<file path="src/rtl/core/cdo_pkg.sv">
`timescale 1ns / 1ps
// ============================================================================
// cdo_pkg: shared types, constants and calendar functions
// Field widths, command and status codes, reciprocal constants for the
// division-free day-number arithmetic, and the month length and leap tests.
// ============================================================================
package cdo_pkg;

    // Field widths of the streams.
    localparam int YEAR_W   = 14;
    localparam int MON_W    = 4;
    localparam int DAY_W    = 5;
    localparam int CMD_W    = 2;
    localparam int OFF_W    = 17;
    localparam int ERR_W    = 2;
    localparam int S_DATA_W = 40;
    localparam int M_DATA_W = 32;

    // Internal widths.
    localparam int YW    = 17;   // year with headroom for sums and compares
    localparam int ERA_W = 6;    // 400-year eras
    localparam int YOE_W = 9;    // year of era, 0..399
    localparam int DOY_W = 9;    // day of March-based year, 0..365
    localparam int DOE_W = 18;   // day of era, 0..146096
    localparam int Z_W   = 24;   // day number from 0000-03-01

    // Largest valid year.
    localparam int MAX_YEAR = 9999;
    localparam logic [YW-1:0] MAX_Y = YW'(MAX_YEAR);

    // Days in a 400-year era and in a plain century.
    localparam longint unsigned ERA_DAYS  = 146097;
    localparam longint unsigned CENT_DAYS = 36524;

    // Rounded-up reciprocals; each is exact over the value range it sees.
    localparam int RCP400_SH  = 23;
    localparam logic [14:0] RCP400  = 15'(((1 << 23) + 399) / 400);
    localparam int RCP12_SH   = 21;
    localparam logic [17:0] RCP12   = 18'(((1 << 21) + 11) / 12);
    localparam int RCPERA_SH  = 40;
    localparam logic [22:0] RCP_ERA = 23'(((64'd1 << 40) + 64'd146096) / 64'd146097);
    localparam int RCP1460_SH = 27;
    localparam logic [16:0] RCP1460 = 17'(((1 << 27) + 1459) / 1460);
    localparam int RCP365_SH  = 27;
    localparam logic [18:0] RCP365  = 19'(((1 << 27) + 364) / 365);
    localparam int RCP153_SH  = 20;
    localparam logic [12:0] RCP153  = 13'(((1 << 20) + 152) / 153);
    localparam int RCP100_SH  = 12;
    localparam logic [5:0]  RCP100  = 6'(((1 << 12) + 99) / 100);

    // Operation selector on the input stream.
    typedef enum logic [CMD_W-1:0] {
        CMD_ADD_MONTHS = 2'd0,
        CMD_ADD_YEARS  = 2'd1,
        CMD_ADD_DAYS   = 2'd2,
        CMD_KEEP       = 2'd3
    } cmd_t;

    // Result status.
    typedef enum logic [ERR_W-1:0] {
        ERR_OK   = 2'd0,
        ERR_DATE = 2'd1,
        ERR_YEAR = 2'd2,
        ERR_NEG  = 2'd3
    } err_t;

    // Per-request status that rides along the day-number pipeline.
    typedef struct packed {
        logic              day_path;
        err_t              err;
        logic [YEAR_W-1:0] year;
        logic [MON_W-1:0]  month;
        logic [DAY_W-1:0]  day;
    } side_t;

    // Multiplicative inverse of an odd number modulo 2^32 by Newton steps.
    function automatic logic [31:0] odd_inverse(input logic [31:0] c);
        logic [31:0] x;
        x = 32'd1;
        for (int i = 0; i < 5; i++) begin
            x = x * (32'd2 - c * x);
        end
        return x;
    endfunction

    localparam logic [YW-1:0] INV25     = YW'(odd_inverse(32'd25));
    localparam logic [YW-1:0] DIV25_LIM = YW'(((1 << YW) - 1) / 25);

    // Leap year test; divisibility by 25 through the modular inverse.
    function automatic logic is_leap(input logic [YW-1:0] y);
        logic [YW-1:0] p;
        logic          div25;
        p     = y * INV25;
        div25 = (p <= DIV25_LIM);
        return (y[1:0] == 2'd0) && (!div25 || (y[3:0] == 4'd0));
    endfunction

    // Length of a month; zero for a month number outside the year.
    function automatic logic [DAY_W-1:0] month_days(input logic [YW-1:0] y,
                                                    input logic [MON_W-1:0] m);
        logic [DAY_W-1:0] n;
        unique case (m)
            4'd2:                         n = is_leap(y) ? 5'd29 : 5'd28;
            4'd4, 4'd6, 4'd9, 4'd11:      n = 5'd30;
            4'd1, 4'd3, 4'd5, 4'd7,
            4'd8, 4'd10, 4'd12:           n = 5'd31;
            default:                      n = 5'd0;
        endcase
        return n;
    endfunction

    // First day of each month in a year that starts in March.
    function automatic logic [DOY_W-1:0] march_start(input logic [MON_W-1:0] mi);
        logic [DOY_W-1:0] s;
        unique case (mi)
            4'd0:    s = 9'd0;
            4'd1:    s = 9'd31;
            4'd2:    s = 9'd61;
            4'd3:    s = 9'd92;
            4'd4:    s = 9'd122;
            4'd5:    s = 9'd153;
            4'd6:    s = 9'd184;
            4'd7:    s = 9'd214;
            4'd8:    s = 9'd245;
            4'd9:    s = 9'd275;
            4'd10:   s = 9'd306;
            4'd11:   s = 9'd337;
            default: s = 9'd0;
        endcase
        return s;
    endfunction

endpackage

</file>
<file path="src/rtl/core/calendar_date_offset_unit.sv">
`timescale 1ns / 1ps
// ============================================================================
// calendar_date_offset_unit: Gregorian date shift by months, years or days
// Validates a start date and keeps it, or moves it by a signed month or year
// count with day clamping, or by a non-negative day count on day numbers.
// ============================================================================
// Usage:
//   Requests enter on the s_ stream: s_tdata carries the start date and the
//   signed offset, s_tuser the command. Each request gives exactly one result
//   on the m_ stream: the new date and a status code, in request order.
//   The path is a 12-stage pipeline (5 front stages for checks and date to
//   day number, 6 stages for day number to date, 1 output register). A
//   request can be taken every cycle while the pipeline is not held, one per
//   cycle.
//   When the receiver holds m_tready low with a result waiting, the whole
//   pipeline holds and s_tready drops; nothing is dropped or repeated.
//   Synchronous reset (aresetn low) clears all valid bits; the first request
//   is taken in the cycle after reset is released.
//   Any error status comes with year, month and day all zero.
// ============================================================================
module calendar_date_offset_unit (
    input  logic                           aclk,
    input  logic                           aresetn,
    input  logic                           s_tvalid,
    output logic                           s_tready,
    // year[13:0], month[17:14], day[22:18], offset[39:23]
    input  logic [cdo_pkg::S_DATA_W-1:0]   s_tdata,
    // command[1:0]
    input  logic [cdo_pkg::CMD_W-1:0]      s_tuser,
    output logic                           m_tvalid,
    input  logic                           m_tready,
    // year[13:0], month[17:14], day[22:18], error_code[24:23], zero above
    output logic [cdo_pkg::M_DATA_W-1:0]   m_tdata
);

    localparam int YW  = cdo_pkg::YW;
    localparam int YRW = cdo_pkg::YEAR_W;
    localparam int MW  = cdo_pkg::MON_W;
    localparam int DAW = cdo_pkg::DAY_W;
    localparam int OFW = cdo_pkg::OFF_W;
    localparam int DW  = cdo_pkg::DOE_W;
    localparam int EW  = cdo_pkg::ERA_W;
    localparam int OW  = cdo_pkg::YOE_W;
    localparam int ZW  = cdo_pkg::Z_W;
    localparam int DYW = cdo_pkg::DOY_W;

    logic adv;

    // Input fields.
    logic [YRW-1:0]        in_year;
    logic [MW-1:0]         in_month;
    logic [DAW-1:0]        in_day;
    logic signed [OFW-1:0] in_off;
    cdo_pkg::cmd_t         in_cmd;
    logic [DAW-1:0]        in_lim;
    logic                  in_bad;
    logic [YRW-1:0]        in_ymar;
    logic [MW-1:0]         in_mi;
    logic [17:0]           in_y12;
    logic signed [19:0]    in_tot;
    logic signed [18:0]    in_ysum;

    // Stage 1 registers.
    logic                  v1_reg;
    logic [YRW-1:0]        y1_reg, ymar1_reg;
    logic [MW-1:0]         m1_reg, mi1_reg;
    logic [DAW-1:0]        d1_reg;
    cdo_pkg::cmd_t         cmd1_reg;
    logic signed [OFW-1:0] off1_reg;
    logic                  bad1_reg;
    logic signed [19:0]    tot1_reg;
    logic signed [18:0]    ysum1_reg;

    // Stage 2 registers.
    logic                  v2_reg;
    logic [YRW-1:0]        y2_reg, ymar2_reg;
    logic [MW-1:0]         m2_reg, mi2_reg;
    logic [DAW-1:0]        d2_reg;
    cdo_pkg::cmd_t         cmd2_reg;
    logic signed [OFW-1:0] off2_reg;
    logic                  bad2_reg, mlow2_reg, ybad2_reg;
    logic [EW-1:0]         era2_reg;
    logic [YW-1:0]         ny2_reg, ysum2_reg;
    logic [17:0]           totl2_reg;
    logic [28:0]           p400;
    logic [35:0]           p12;

    // Stage 3 registers.
    logic                  v3_reg;
    logic [YW-1:0]         ty3_reg;
    logic [MW-1:0]         tm3_reg, mi3_reg;
    logic [DAW-1:0]        d3_reg;
    cdo_pkg::err_t         err3_reg;
    logic                  day3_reg;
    logic [OW-1:0]         yoe3_reg;
    logic [EW-1:0]         era3_reg;
    logic [15:0]           off3_reg;
    logic [YW-1:0]         ty3_next;
    logic [MW-1:0]         tm3_next;
    cdo_pkg::err_t         err3_next;
    logic [17:0]           mrem;

    // Stage 4 and 5 registers.
    logic                  v4_reg, v5_reg;
    cdo_pkg::side_t        side4_reg, side5_reg, side4_next;
    logic [DW-1:0]         doe4_reg;
    logic [22:0]           ep4_reg;
    logic [15:0]           off4_reg;
    logic [ZW-1:0]         z5_reg;
    logic [DAW-1:0]        lim4, dy4;
    logic [14:0]           yq4;

    // Back end and output stage.
    logic                  b_valid;
    cdo_pkg::side_t        b_side;
    logic [YW-1:0]         b_year;
    logic [DYW-1:0]        b_doy;
    logic [MW-1:0]         b_mp;
    logic [MW-1:0]         f_mon;
    logic [DYW-1:0]        f_day;
    logic [YW-1:0]         f_year;
    cdo_pkg::side_t        f_res;
    logic                  m_valid_reg;
    logic [cdo_pkg::M_DATA_W-1:0] m_data_reg;

    // The pipeline moves whenever the output register is free or drained.
    assign adv      = !m_valid_reg || m_tready;
    assign s_tready = adv;

    // Stage 1: field split, start-date check and offset sums.
    assign in_year  = s_tdata[13:0];
    assign in_month = s_tdata[17:14];
    assign in_day   = s_tdata[22:18];
    assign in_off   = $signed(s_tdata[39:23]);
    assign in_cmd   = cdo_pkg::cmd_t'(s_tuser);
    assign in_lim   = cdo_pkg::month_days(YW'(in_year), in_month);
    assign in_bad   = (in_year == '0) || (YW'(in_year) > cdo_pkg::MAX_Y) ||
                      (in_month == '0) || (in_month > 4'd12) ||
                      (in_day == '0) || (in_day > in_lim);
    assign in_ymar  = (in_month <= 4'd2) ? in_year - 14'd1 : in_year;
    assign in_mi    = (in_month >= 4'd3) ? in_month - 4'd3 : in_month + 4'd9;
    assign in_y12   = {1'b0, in_year, 3'b000} + {2'b00, in_year, 2'b00};
    assign in_tot   = $signed({2'b00, in_y12}) + $signed({16'd0, in_month - 4'd1})
                      + 20'(in_off);
    assign in_ysum  = $signed({5'd0, in_year}) + 19'(in_off);

    // Stage 2: era of the start year and year of the month sum.
    assign p400 = 29'(ymar1_reg) * 29'(cdo_pkg::RCP400);
    assign p12  = 36'(tot1_reg[17:0]) * 36'(cdo_pkg::RCP12);

    // Stage 3: year of era, month remainder and target of the clamp.
    assign mrem = totl2_reg - 18'(ny2_reg) * 18'd12;

    always_comb begin
        unique case (cmd2_reg)
            cdo_pkg::CMD_ADD_MONTHS: begin
                ty3_next  = ny2_reg;
                tm3_next  = mrem[3:0] + 4'd1;
                err3_next = (mlow2_reg || (ny2_reg > cdo_pkg::MAX_Y)) ?
                            cdo_pkg::ERR_YEAR : cdo_pkg::ERR_OK;
            end
            cdo_pkg::CMD_ADD_YEARS: begin
                ty3_next  = ysum2_reg;
                tm3_next  = m2_reg;
                err3_next = ybad2_reg ? cdo_pkg::ERR_YEAR : cdo_pkg::ERR_OK;
            end
            cdo_pkg::CMD_ADD_DAYS: begin
                ty3_next  = YW'(y2_reg);
                tm3_next  = m2_reg;
                err3_next = (off2_reg < 0) ? cdo_pkg::ERR_NEG : cdo_pkg::ERR_OK;
            end
            default: begin
                ty3_next  = YW'(y2_reg);
                tm3_next  = m2_reg;
                err3_next = cdo_pkg::ERR_OK;
            end
        endcase
        if (bad2_reg) begin
            err3_next = cdo_pkg::ERR_DATE;
        end
    end

    // Stage 4: day clamp for month and year shifts, day of era of the start.
    assign lim4 = cdo_pkg::month_days(ty3_reg, tm3_reg);
    assign dy4  = (d3_reg > lim4) ? lim4 : d3_reg;
    assign yq4  = 15'(yoe3_reg) * 15'(cdo_pkg::RCP100);

    always_comb begin
        side4_next.day_path = day3_reg && (err3_reg == cdo_pkg::ERR_OK);
        side4_next.err      = err3_reg;
        if (err3_reg == cdo_pkg::ERR_OK) begin
            side4_next.year  = ty3_reg[YRW-1:0];
            side4_next.month = tm3_reg;
            side4_next.day   = dy4;
        end else begin
            side4_next.year  = '0;
            side4_next.month = '0;
            side4_next.day   = '0;
        end
    end

    // Valid bits of the front stages.
    always_ff @(posedge aclk) begin
        if (!aresetn) begin
            v1_reg <= 1'b0;
            v2_reg <= 1'b0;
            v3_reg <= 1'b0;
            v4_reg <= 1'b0;
            v5_reg <= 1'b0;
        end else if (adv) begin
            v1_reg <= s_tvalid;
            v2_reg <= v1_reg;
            v3_reg <= v2_reg;
            v4_reg <= v3_reg;
            v5_reg <= v4_reg;
        end
    end

    // Front stage payloads.
    always_ff @(posedge aclk) begin
        if (adv) begin
            y1_reg    <= in_year;
            m1_reg    <= in_month;
            d1_reg    <= in_day;
            cmd1_reg  <= in_cmd;
            off1_reg  <= in_off;
            bad1_reg  <= in_bad;
            ymar1_reg <= in_ymar;
            mi1_reg   <= in_mi;
            tot1_reg  <= in_tot;
            ysum1_reg <= in_ysum;

            y2_reg    <= y1_reg;
            m2_reg    <= m1_reg;
            d2_reg    <= d1_reg;
            cmd2_reg  <= cmd1_reg;
            off2_reg  <= off1_reg;
            bad2_reg  <= bad1_reg;
            ymar2_reg <= ymar1_reg;
            mi2_reg   <= mi1_reg;
            era2_reg  <= p400[28:cdo_pkg::RCP400_SH];
            ny2_reg   <= YW'(p12[35:cdo_pkg::RCP12_SH]);
            totl2_reg <= tot1_reg[17:0];
            mlow2_reg <= (tot1_reg < 20'sd12);
            ybad2_reg <= (ysum1_reg < 19'sd1) ||
                         (ysum1_reg > $signed({2'b00, cdo_pkg::MAX_Y}));
            ysum2_reg <= ysum1_reg[YW-1:0];

            ty3_reg   <= ty3_next;
            tm3_reg   <= tm3_next;
            d3_reg    <= d2_reg;
            err3_reg  <= err3_next;
            day3_reg  <= (cmd2_reg == cdo_pkg::CMD_ADD_DAYS);
            yoe3_reg  <= OW'(ymar2_reg - YRW'(era2_reg) * YRW'(400));
            mi3_reg   <= mi2_reg;
            era3_reg  <= era2_reg;
            off3_reg  <= off2_reg[15:0];

            side4_reg <= side4_next;
            doe4_reg  <= DW'(yoe3_reg) * DW'(365) + DW'(yoe3_reg[OW-1:2])
                         - DW'(yq4[14:cdo_pkg::RCP100_SH])
                         + DW'(cdo_pkg::march_start(mi3_reg)) + DW'(d3_reg) - DW'(1);
            ep4_reg   <= 23'(era3_reg) * 23'(cdo_pkg::ERA_DAYS);
            off4_reg  <= off3_reg;

            side5_reg <= side4_reg;
            z5_reg    <= ZW'(ep4_reg) + ZW'(doe4_reg) + ZW'(off4_reg);
        end
    end

    // Day number back to a date.
    cdo_day_to_date u_day_to_date (
        .aclk      (aclk),
        .aresetn   (aresetn),
        .adv       (adv),
        .in_valid  (v5_reg),
        .in_z      (z5_reg),
        .in_side   (side5_reg),
        .out_valid (b_valid),
        .out_side  (b_side),
        .out_year  (b_year),
        .out_doy   (b_doy),
        .out_mp    (b_mp)
    );

    // Output stage: finish the day-path date and pick the result.
    assign f_mon  = (b_mp < 4'd10) ? b_mp + 4'd3 : b_mp - 4'd9;
    assign f_day  = b_doy - cdo_pkg::march_start(b_mp) + 9'd1;
    assign f_year = b_year + ((f_mon <= 4'd2) ? YW'(1) : YW'(0));

    always_comb begin
        f_res = b_side;
        if (b_side.day_path) begin
            if (f_year > cdo_pkg::MAX_Y) begin
                f_res.err   = cdo_pkg::ERR_YEAR;
                f_res.year  = '0;
                f_res.month = '0;
                f_res.day   = '0;
            end else begin
                f_res.err   = cdo_pkg::ERR_OK;
                f_res.year  = f_year[YRW-1:0];
                f_res.month = f_mon;
                f_res.day   = f_day[DAW-1:0];
            end
        end
    end

    always_ff @(posedge aclk) begin
        if (!aresetn) begin
            m_valid_reg <= 1'b0;
        end else if (adv) begin
            m_valid_reg <= b_valid;
        end
    end

    always_ff @(posedge aclk) begin
        if (adv) begin
            m_data_reg <= {7'd0, f_res.err, f_res.day, f_res.month, f_res.year};
        end
    end

    assign m_tvalid = m_valid_reg;
    assign m_tdata  = m_data_reg;

`ifndef SYNTHESIS
    // Any error status carries an all-zero date.
    a_err_zero: assert property (@(posedge aclk) disable iff (!aresetn)
        (m_tvalid && (m_tdata[24:23] != cdo_pkg::ERR_OK)) |-> (m_tdata[22:0] == '0))
        else $error("error result with a nonzero date");

    // A good result has a nonzero year and a month in range.
    a_ok_month: assert property (@(posedge aclk) disable iff (!aresetn)
        (m_tvalid && (m_tdata[24:23] == cdo_pkg::ERR_OK)) |->
        ((m_tdata[13:0] != '0) && (m_tdata[17:14] >= 4'd1) && (m_tdata[17:14] <= 4'd12)))
        else $error("good result with year or month out of range");

    // A good result has a day inside its month.
    a_ok_day: assert property (@(posedge aclk) disable iff (!aresetn)
        (m_tvalid && (m_tdata[24:23] == cdo_pkg::ERR_OK)) |->
        ((m_tdata[22:18] != '0) &&
         (m_tdata[22:18] <= cdo_pkg::month_days(YW'(m_tdata[13:0]), m_tdata[17:14]))))
        else $error("good result with day outside its month");
`endif

endmodule

</file>
<file path="src/rtl/core/cdo_day_to_date.sv">
`timescale 1ns / 1ps
// ============================================================================
// cdo_day_to_date: day number to calendar date pipeline
// Six register stages split a day number into era, day of era, year of era,
// day of year and March-based month.
// ============================================================================
module cdo_day_to_date (
    input  logic                          aclk,
    input  logic                          aresetn,
    input  logic                          adv,
    input  logic                          in_valid,
    input  logic [cdo_pkg::Z_W-1:0]       in_z,
    input  cdo_pkg::side_t                in_side,
    output logic                          out_valid,
    output cdo_pkg::side_t                out_side,
    output logic [cdo_pkg::YW-1:0]        out_year,
    output logic [cdo_pkg::DOY_W-1:0]     out_doy,
    output logic [cdo_pkg::MON_W-1:0]     out_mp
);

    localparam int ZW  = cdo_pkg::Z_W;
    localparam int DW  = cdo_pkg::DOE_W;
    localparam int EW  = cdo_pkg::ERA_W;
    localparam int OW  = cdo_pkg::YOE_W;
    localparam int YW  = cdo_pkg::YW;
    localparam int DYW = cdo_pkg::DOY_W;

    logic [5:0] v_reg;

    cdo_pkg::side_t side6_reg, side7_reg, side8_reg, side9_reg, side10_reg, side11_reg;
    logic [ZW-1:0]  z6_reg;
    logic [EW-1:0]  era6_reg, era7_reg, era8_reg, era9_reg;
    logic [DW-1:0]  doe7_reg, doe8_reg, doe9_reg;
    logic [DW-1:0]  t8_reg;
    logic [OW-1:0]  yoe9_reg;
    logic [DYW-1:0] doy10_reg, doy11_reg;
    logic [YW-1:0]  yb10_reg, yb11_reg;
    logic [3:0]     mp11_reg;

    logic [46:0]    p_era;
    logic [ZW-1:0]  era_days;
    logic [34:0]    p1460;
    logic [2:0]     q_cent;
    logic           q_last;
    logic [DW-1:0]  t8_next;
    logic [36:0]    p365;
    logic [14:0]    yq10;
    logic [10:0]    x11;
    logic [23:0]    p153;

    // Era estimate from the reciprocal of the era length.
    assign p_era = 47'(in_z) * 47'(cdo_pkg::RCP_ERA);

    // Day of era.
    assign era_days = ZW'(era6_reg) * ZW'(cdo_pkg::ERA_DAYS);

    // Leap-day correction terms before the year-of-era division.
    assign p1460 = 35'(doe7_reg) * 35'(cdo_pkg::RCP1460);

    always_comb begin
        priority if (doe7_reg >= DW'(4 * cdo_pkg::CENT_DAYS)) begin
            q_cent = 3'd4;
        end else if (doe7_reg >= DW'(3 * cdo_pkg::CENT_DAYS)) begin
            q_cent = 3'd3;
        end else if (doe7_reg >= DW'(2 * cdo_pkg::CENT_DAYS)) begin
            q_cent = 3'd2;
        end else if (doe7_reg >= DW'(cdo_pkg::CENT_DAYS)) begin
            q_cent = 3'd1;
        end else begin
            q_cent = 3'd0;
        end
    end

    assign q_last  = (doe7_reg == DW'(cdo_pkg::ERA_DAYS - 1));
    assign t8_next = doe7_reg - DW'(p1460[34:cdo_pkg::RCP1460_SH])
                     + DW'(q_cent) - DW'(q_last);

    // Year of era.
    assign p365 = 37'(t8_reg) * 37'(cdo_pkg::RCP365);

    // Day of the March-based year.
    assign yq10 = 15'(yoe9_reg) * 15'(cdo_pkg::RCP100);

    // Month index of the March-based year.
    assign x11  = 11'(doy10_reg) * 11'd5 + 11'd2;
    assign p153 = 24'(x11) * 24'(cdo_pkg::RCP153);

    // Valid bits of the six stages.
    always_ff @(posedge aclk) begin
        if (!aresetn) begin
            v_reg <= '0;
        end else if (adv) begin
            v_reg <= {v_reg[4:0], in_valid};
        end
    end

    // Stage payloads.
    always_ff @(posedge aclk) begin
        if (adv) begin
            side6_reg  <= in_side;
            z6_reg     <= in_z;
            era6_reg   <= p_era[45:cdo_pkg::RCPERA_SH];

            side7_reg  <= side6_reg;
            era7_reg   <= era6_reg;
            doe7_reg   <= DW'(z6_reg - era_days);

            side8_reg  <= side7_reg;
            era8_reg   <= era7_reg;
            doe8_reg   <= doe7_reg;
            t8_reg     <= t8_next;

            side9_reg  <= side8_reg;
            era9_reg   <= era8_reg;
            doe9_reg   <= doe8_reg;
            yoe9_reg   <= p365[35:cdo_pkg::RCP365_SH];

            side10_reg <= side9_reg;
            doy10_reg  <= DYW'(doe9_reg - (DW'(yoe9_reg) * DW'(365) + DW'(yoe9_reg[OW-1:2])
                              - DW'(yq10[14:cdo_pkg::RCP100_SH])));
            yb10_reg   <= YW'(era9_reg) * YW'(400) + YW'(yoe9_reg);

            side11_reg <= side10_reg;
            doy11_reg  <= doy10_reg;
            yb11_reg   <= yb10_reg;
            mp11_reg   <= p153[23:cdo_pkg::RCP153_SH];
        end
    end

    assign out_valid = v_reg[5];
    assign out_side  = side11_reg;
    assign out_year  = yb11_reg;
    assign out_doy   = doy11_reg;
    assign out_mp    = mp11_reg;

endmodule
</file>
<file path="config.mk">
export PLATFORM = sky130hd
export DESIGN_NAME = calendar_date_offset_unit
export DESIGN_NICKNAME = d
export VERILOG_FILES = /design/src/rtl/core/cdo_pkg.sv /design/src/rtl/core/calendar_date_offset_unit.sv /design/src/rtl/core/cdo_day_to_date.sv
export SDC_FILE = /design/constraint.sdc
export NUM_CORES = 2
export LEC_CHECK = 0
export ABC_AREA = 1
export BUFFER_PORTS_ARGS = -buffer_cell sky130_fd_sc_hd__buf_2
export CAP_MARGIN = 15
export CELL_PAD_IN_SITES_DETAIL_PLACEMENT = 0
export CELL_PAD_IN_SITES_GLOBAL_PLACEMENT = 1
export CORE_ASPECT_RATIO = 1.4
export CORE_MARGIN = 5
export CORE_UTILIZATION = 30
export CTS_BUF_LIST = sky130_fd_sc_hd__clkbuf_16
export DETAILED_ROUTE_END_ITERATION = 10
export PLACE_DENSITY_LB_ADDON = 0.1
export SYNTH_ARGS = -nofsm -noshare
export SYNTH_HDL_FRONTEND = slang
export SYNTH_SLANG_ARGS = --single-unit
</file>
<file path="constraint.sdc">
create_clock -name aclk -period 49.1 [get_ports aclk]
set_input_delay 4.91 -clock aclk [delete_from_list [all_inputs] [get_ports aclk]]
set_output_delay 4.91 -clock aclk [all_outputs]
set_load 0.05 [all_outputs]
</file>
Yosys cells after proc, flatten, opt, wreduce, memory -nomap -nowiden
Memory sizes are Yosys's and may differ from the RTL's. A register that Yosys moved wholly into a read port is not among the register bits.
Cells that the tools add are included.
W data, S select, Z words.
{ "op_classes": {"add_sub_neg": 32, "mul": 18, "n_lt_le_gt_ge": 20, "eq_ne": 27, "n_mux": 24, "n_reduce_logical": 29} }
{ "ops": {"columns": ["op", "count"], "rows": [
  ["$mux W25", 2],
  ["$mul A24 B22 Y45 const B", 1],
  ["$eq A4 B4 Y1 const B", 10],
  ["$ge A18 B17 Y1 const B", 2],
  ["$mul A18 B18 Y36 const B", 1],
  ["$le A17 B13 Y1 const B", 2],
  ["$mul A18 B16 Y34 const B", 1],
  ["$pmux W17 S2", 1],
  ["$mul A18 B16 Y33 const B", 1],
  ["$eq A4 B3 Y1 const B", 8],
  ["$mul A9 B6 Y15 const B", 2],
  ["$pmux W5 S3", 2],
  ["$mul A14 B13 Y27 const B", 1],
  ["$add A23 B18 Y24", 1],
  ["$add A24 B16 Y24", 1],
  ["$mul A11 B12 Y23 const B", 1],
  ["$mul A6 B18 Y23 const B", 1],
  ["$add A20 B17 Y20", 1],
  ["$lt A20 B5 Y1 const B", 1],
  ["$mux W4", 5],
  ["$add A18 B4 Y19", 1],
  ["$gt A19 B15 Y1 const B", 1],
  ["$lt A19 B2 Y1 const B", 1],
  ["$add A15 B17 Y18", 1],
  ["other kinds (67)", 101]
]} }
{ "word_totals": {"reg_bits": 747, "mem_bits_ro": 288, "input_bits": 46, "output_inout_bits": 34, "elab_cells": 252, "mem_count": 2} }
{ "memory_table": {"columns": ["memory", "depth", "word_bits", "rd", "rd_ports_with_merged_regs", "wr", "line_no", "text"], "rows": [
  ["(no name shown)", 16, 9, 1, 1, 0, "cdo_pkg.sv:115", "unique case (mi)"],
  ["(no name shown)", 16, 9, 1, 1, 0, "cdo_pkg.sv:115", null]
]} }

Longest topological paths before layout
{ "depth": {"word_depth": 9, "ltp_mapped": 38} }

Hierarchy
Synthesis repeated with hierarchy kept, for this count alone.
{ "hier_totals": {"cells_unflattened": 7772, "area_unflattened_um2": 78320.1} }
{ "modules_own_cells": {"columns": ["module", "n_inst", "cells_per_inst", "area_each_um2"], "rows": [
  ["cdo_day_to_date", 1, 4105, 40207.3],
  ["calendar_date_offset_unit", 1, 3667, 38112.8]
]} }

Least setup slack after synthesis
Ideal clock, no wire load.
{ "synth_timing": {"path_kind": "input to output", "start": "input port m_tready", "end": "output port s_tready", "arrival_ns": 25.609, "path_slack_ns": 18.581, "path_stages": 4, "n_path_buf": 2, "path_cell_list": "nor2_1 > inv_1 > clkbuf_1 > buf_1"} }
{ "synth_between": {"elab_chain_len": 1} }
{ "synth_rtl": {"columns": ["item", "line_no", "text"], "rows": [
  ["from (decl)", "calendar_date_offset_unit.sv:31", "input logic m_tready,"],
  ["$logic_or A1 B1 Y1", "calendar_date_offset_unit.sv:127", "assign adv = !m_valid_reg || m_tready;"],
  ["to (decl)", "calendar_date_offset_unit.sv:25", "output logic s_tready,"]
]} }
Every way passes these cells.

Worst setup path in the final report
Same ends and word-level chain as after synthesis.

==> impl_metrics.ini <==
[sta]
maxSlewHeadroom_pct = 29.76
setup_viol = 0
maximum_achievable_frequency_mhz = 88.84
rsz0062_at_grt = false
hold_viol_final = 0
finalClockSkew_ns = 0.03584
layout_min_cycle_time_ns = 11.26
tightest_slew_ns = 1.054
max_slew_violation_count = 0
final.setup.tns_ns = 0
final_worst_path_cycle_share_pct = 22.93

[worst_setup_path]
number_of_buffers_and_inverters_on_the_critical_path = 4
r2r.worst_path.cells = 34
critical_path.slowest_cell = sky130_fd_sc_hd__inv_8
r2r_setup_slack_ns = 39.78
critPathArrivalTime_ns = 6.35
cp_top_family = buffers and inverters
worst-path-max-fanout = 103
timing.critical_path.mode_cell = sky130_fd_sc_hd__buf_2
cp-end-kind = primary output
cp.depth = 5
path_cells = buf_2 -> nor2_2 -> buf_4 -> inv_8 -> buf_2
slowest_delay_ns = 0.55
required_time_of_the_critical_path_ns = 44.19
ws_path_type = in -> out
critical_path.startpoint_type = input port

[floorplanning]
row_count = 218
design.die.area_um2 = 262900
die_w_um = 434.8
floorplan_core_area_um2 = 251800
die_h_um = 604.7
start_util_pct = 30.10
pin_count = 80

[layout]
layout.cells.non_filler = 10610
non_filler_cell_area_final_um2 = 83290
final_common_cell = sky130_fd_sc_hd__inv_1
final_core_utilization_pct = 33.08
area_growth_syn_to_layout_pct = 9.908
drive_gt1_share_pct = 3.624
count_of_nets_after_finishing = 9552
layout.cells.most_common_list = 1633 x sky130_fd_sc_hd__inv_1, 1449 x sky130_fd_sc_hd__ha_1, 813 x sky130_fd_sc_hd__fa_1

[yosys]
post_synth_inst_count = 7077
postSynthRegisterBits = 758
synth_edf_count = 732
syn_area_um2 = 75780
yosys_warnings = 0
synth_area_per_cell_um2 = 10.71
synthDistinctLibCells = 64
asyncSetResetFlopFracSynth_pct = 0
ys_dominant_reg_cell = sky130_fd_sc_hd__edfxtp_1
synth.yosys.seq_area_share_pct = 29.69

[global_routing]
overflow = 0
first_global_vias = 53390
first_pass_grt_wire_length_mm = 314.9
grt_start_max_net_pins = 104
grt_util_all_layers_pct = 15.50
antenna_found_initial = 4

[routing]
finalWirelength_mm = 200.3
drc = 0
drt-pass1-iter-count = 5
initialDrtViolationCount = 1633
detail_routed_via_count_per_cell = 4.450
per_cell_routed_wire_length_um = 18.87
postRouteAntennaNets = 0
num_vias = 47230

[clocking]
cts_tree = yes
cts_buffers = 88
cts_root_buf = sky130_fd_sc_hd__clkbuf_16
clk_path_buf_depth = 3
post_cts.resized_instances = 0
setup_buffers_after_cts = 0
clock_insertion_delay_worst_skew_ns = 0.70
cts.hold.buffers_added = 0
clock-sinks = 758
worst_setup_hold_path_clk_slew_ns = 0.06
total_number_of_h_tree_levels = 3

[status]
outcome = finished clean

[placement]
dp_cells = 10450
gp_routability_congestion = 0.8118
place_hpwl_mm = 170.5
area_after_detailed_placement_um2 = 80330
io_buffers = 72

[min_path]
worstHoldPathType = reg -> reg
worst_hold_path.num_cells = 0

[flow_run]
max_cap_viol_count = 0
==> routing by layer <==
layer / part of all wire (%) / vias up / GRT usage (%)
met5: 0.0095 / - / 0
met4: 2.2 / 4 / 3.384
met3: 1.6 / 192 / 1.329
met2: 57 / 387 / 31.47
met1: 40 / 23250 / 17.31
li1: - / 23390 / -
==> logic make-up (layout without fill, tap and decap cells) <==
kind of cell    count (synthesis)  in the layout  synth area share (%)
fa+ha+maj                    2262           2262                 45.40
buf+inv                      1650           1879                 8.236
simple gates                 1367           1367                 7.623
flops                         758            758                 29.69
compound gates                734            734                 5.506
xor+xnor                      305            305                 3.535
other cells                     1              8              0.004949
==> synth_stat cells (12+ instances only) <==
cell,n,area [um^2]
sky130_fd_sc_hd__clkbuf_1,12,45.04
sky130_fd_sc_hd__o21ai_0,189,945.9
sky130_fd_sc_hd__o211ai_1,24,180.2
sky130_fd_sc_hd__nand3_1,160,800.8
sky130_fd_sc_hd__nor4_1,23,143.9
sky130_fd_sc_hd__o21a_1,16,120.1
sky130_fd_sc_hd__xnor2_1,113,989.7
sky130_fd_sc_hd__xor2_1,191,1673
sky130_fd_sc_hd__nand4_1,62,387.9
sky130_fd_sc_hd__nand3b_1,13,97.59
sky130_fd_sc_hd__a21oi_1,344,1722
sky130_fd_sc_hd__edfxtp_1,732,21980
sky130_fd_sc_hd__dfxtp_1,26,520.5
sky130_fd_sc_hd__a21o_1,23,172.7
sky130_fd_sc_hd__o21ai_1,15,75.07
sky130_fd_sc_hd__inv_1,1623,6092
sky130_fd_sc_hd__nand2_1,767,2879
sky130_fd_sc_hd__nor2_1,262,983.4
sky130_fd_sc_hd__nor3_1,50,250.2
sky130_fd_sc_hd__a31oi_1,22,137.6
sky130_fd_sc_hd__fa_1,813,16280
sky130_fd_sc_hd__o21bai_1,27,202.7
sky130_fd_sc_hd__ha_1,1449,18130
==> final cells by class <==
type / count / area, um^2
well taps: 3300 / 4129
diodes: 1 / 2.502
flip-flops and latches: 758 / 22500
fillers: 25720 / 168500
multi-input cells: 4675 / 47060
inverters: 1627 / 6115
repair buffers: 94 / 525.5
clock inverters: 70 / 750.7
clock buffers: 88 / 2202
==> per-stage QoR <==
stage | setup slack, ns | hold WS (ns)
after floorplan | 18.58 | 0.4003
final | 37.84 | 0.3924
after global placement | 37.80 | 0.4009
after global routing | 37.75 | 0.3939
after detailed placement | 37.79 | 0.4045
after CTS | 37.79 | 0.3895
==> worst paths after layout <==
check                                                 from                          to
worst max-delay path                              m_tready                    s_tready
worst min-delay path            u_day_to_date.side7_reg[4]  u_day_to_date.side8_reg[4]
worst max register to register  u_day_to_date.doe7_reg[12]    u_day_to_date.t8_reg[12]
worst min register to register  u_day_to_date.side7_reg[4]  u_day_to_date.side8_reg[4]
Power is not shown: default switching activity piles up to over one toggle a cycle in this logic, so the estimate is an artifact.
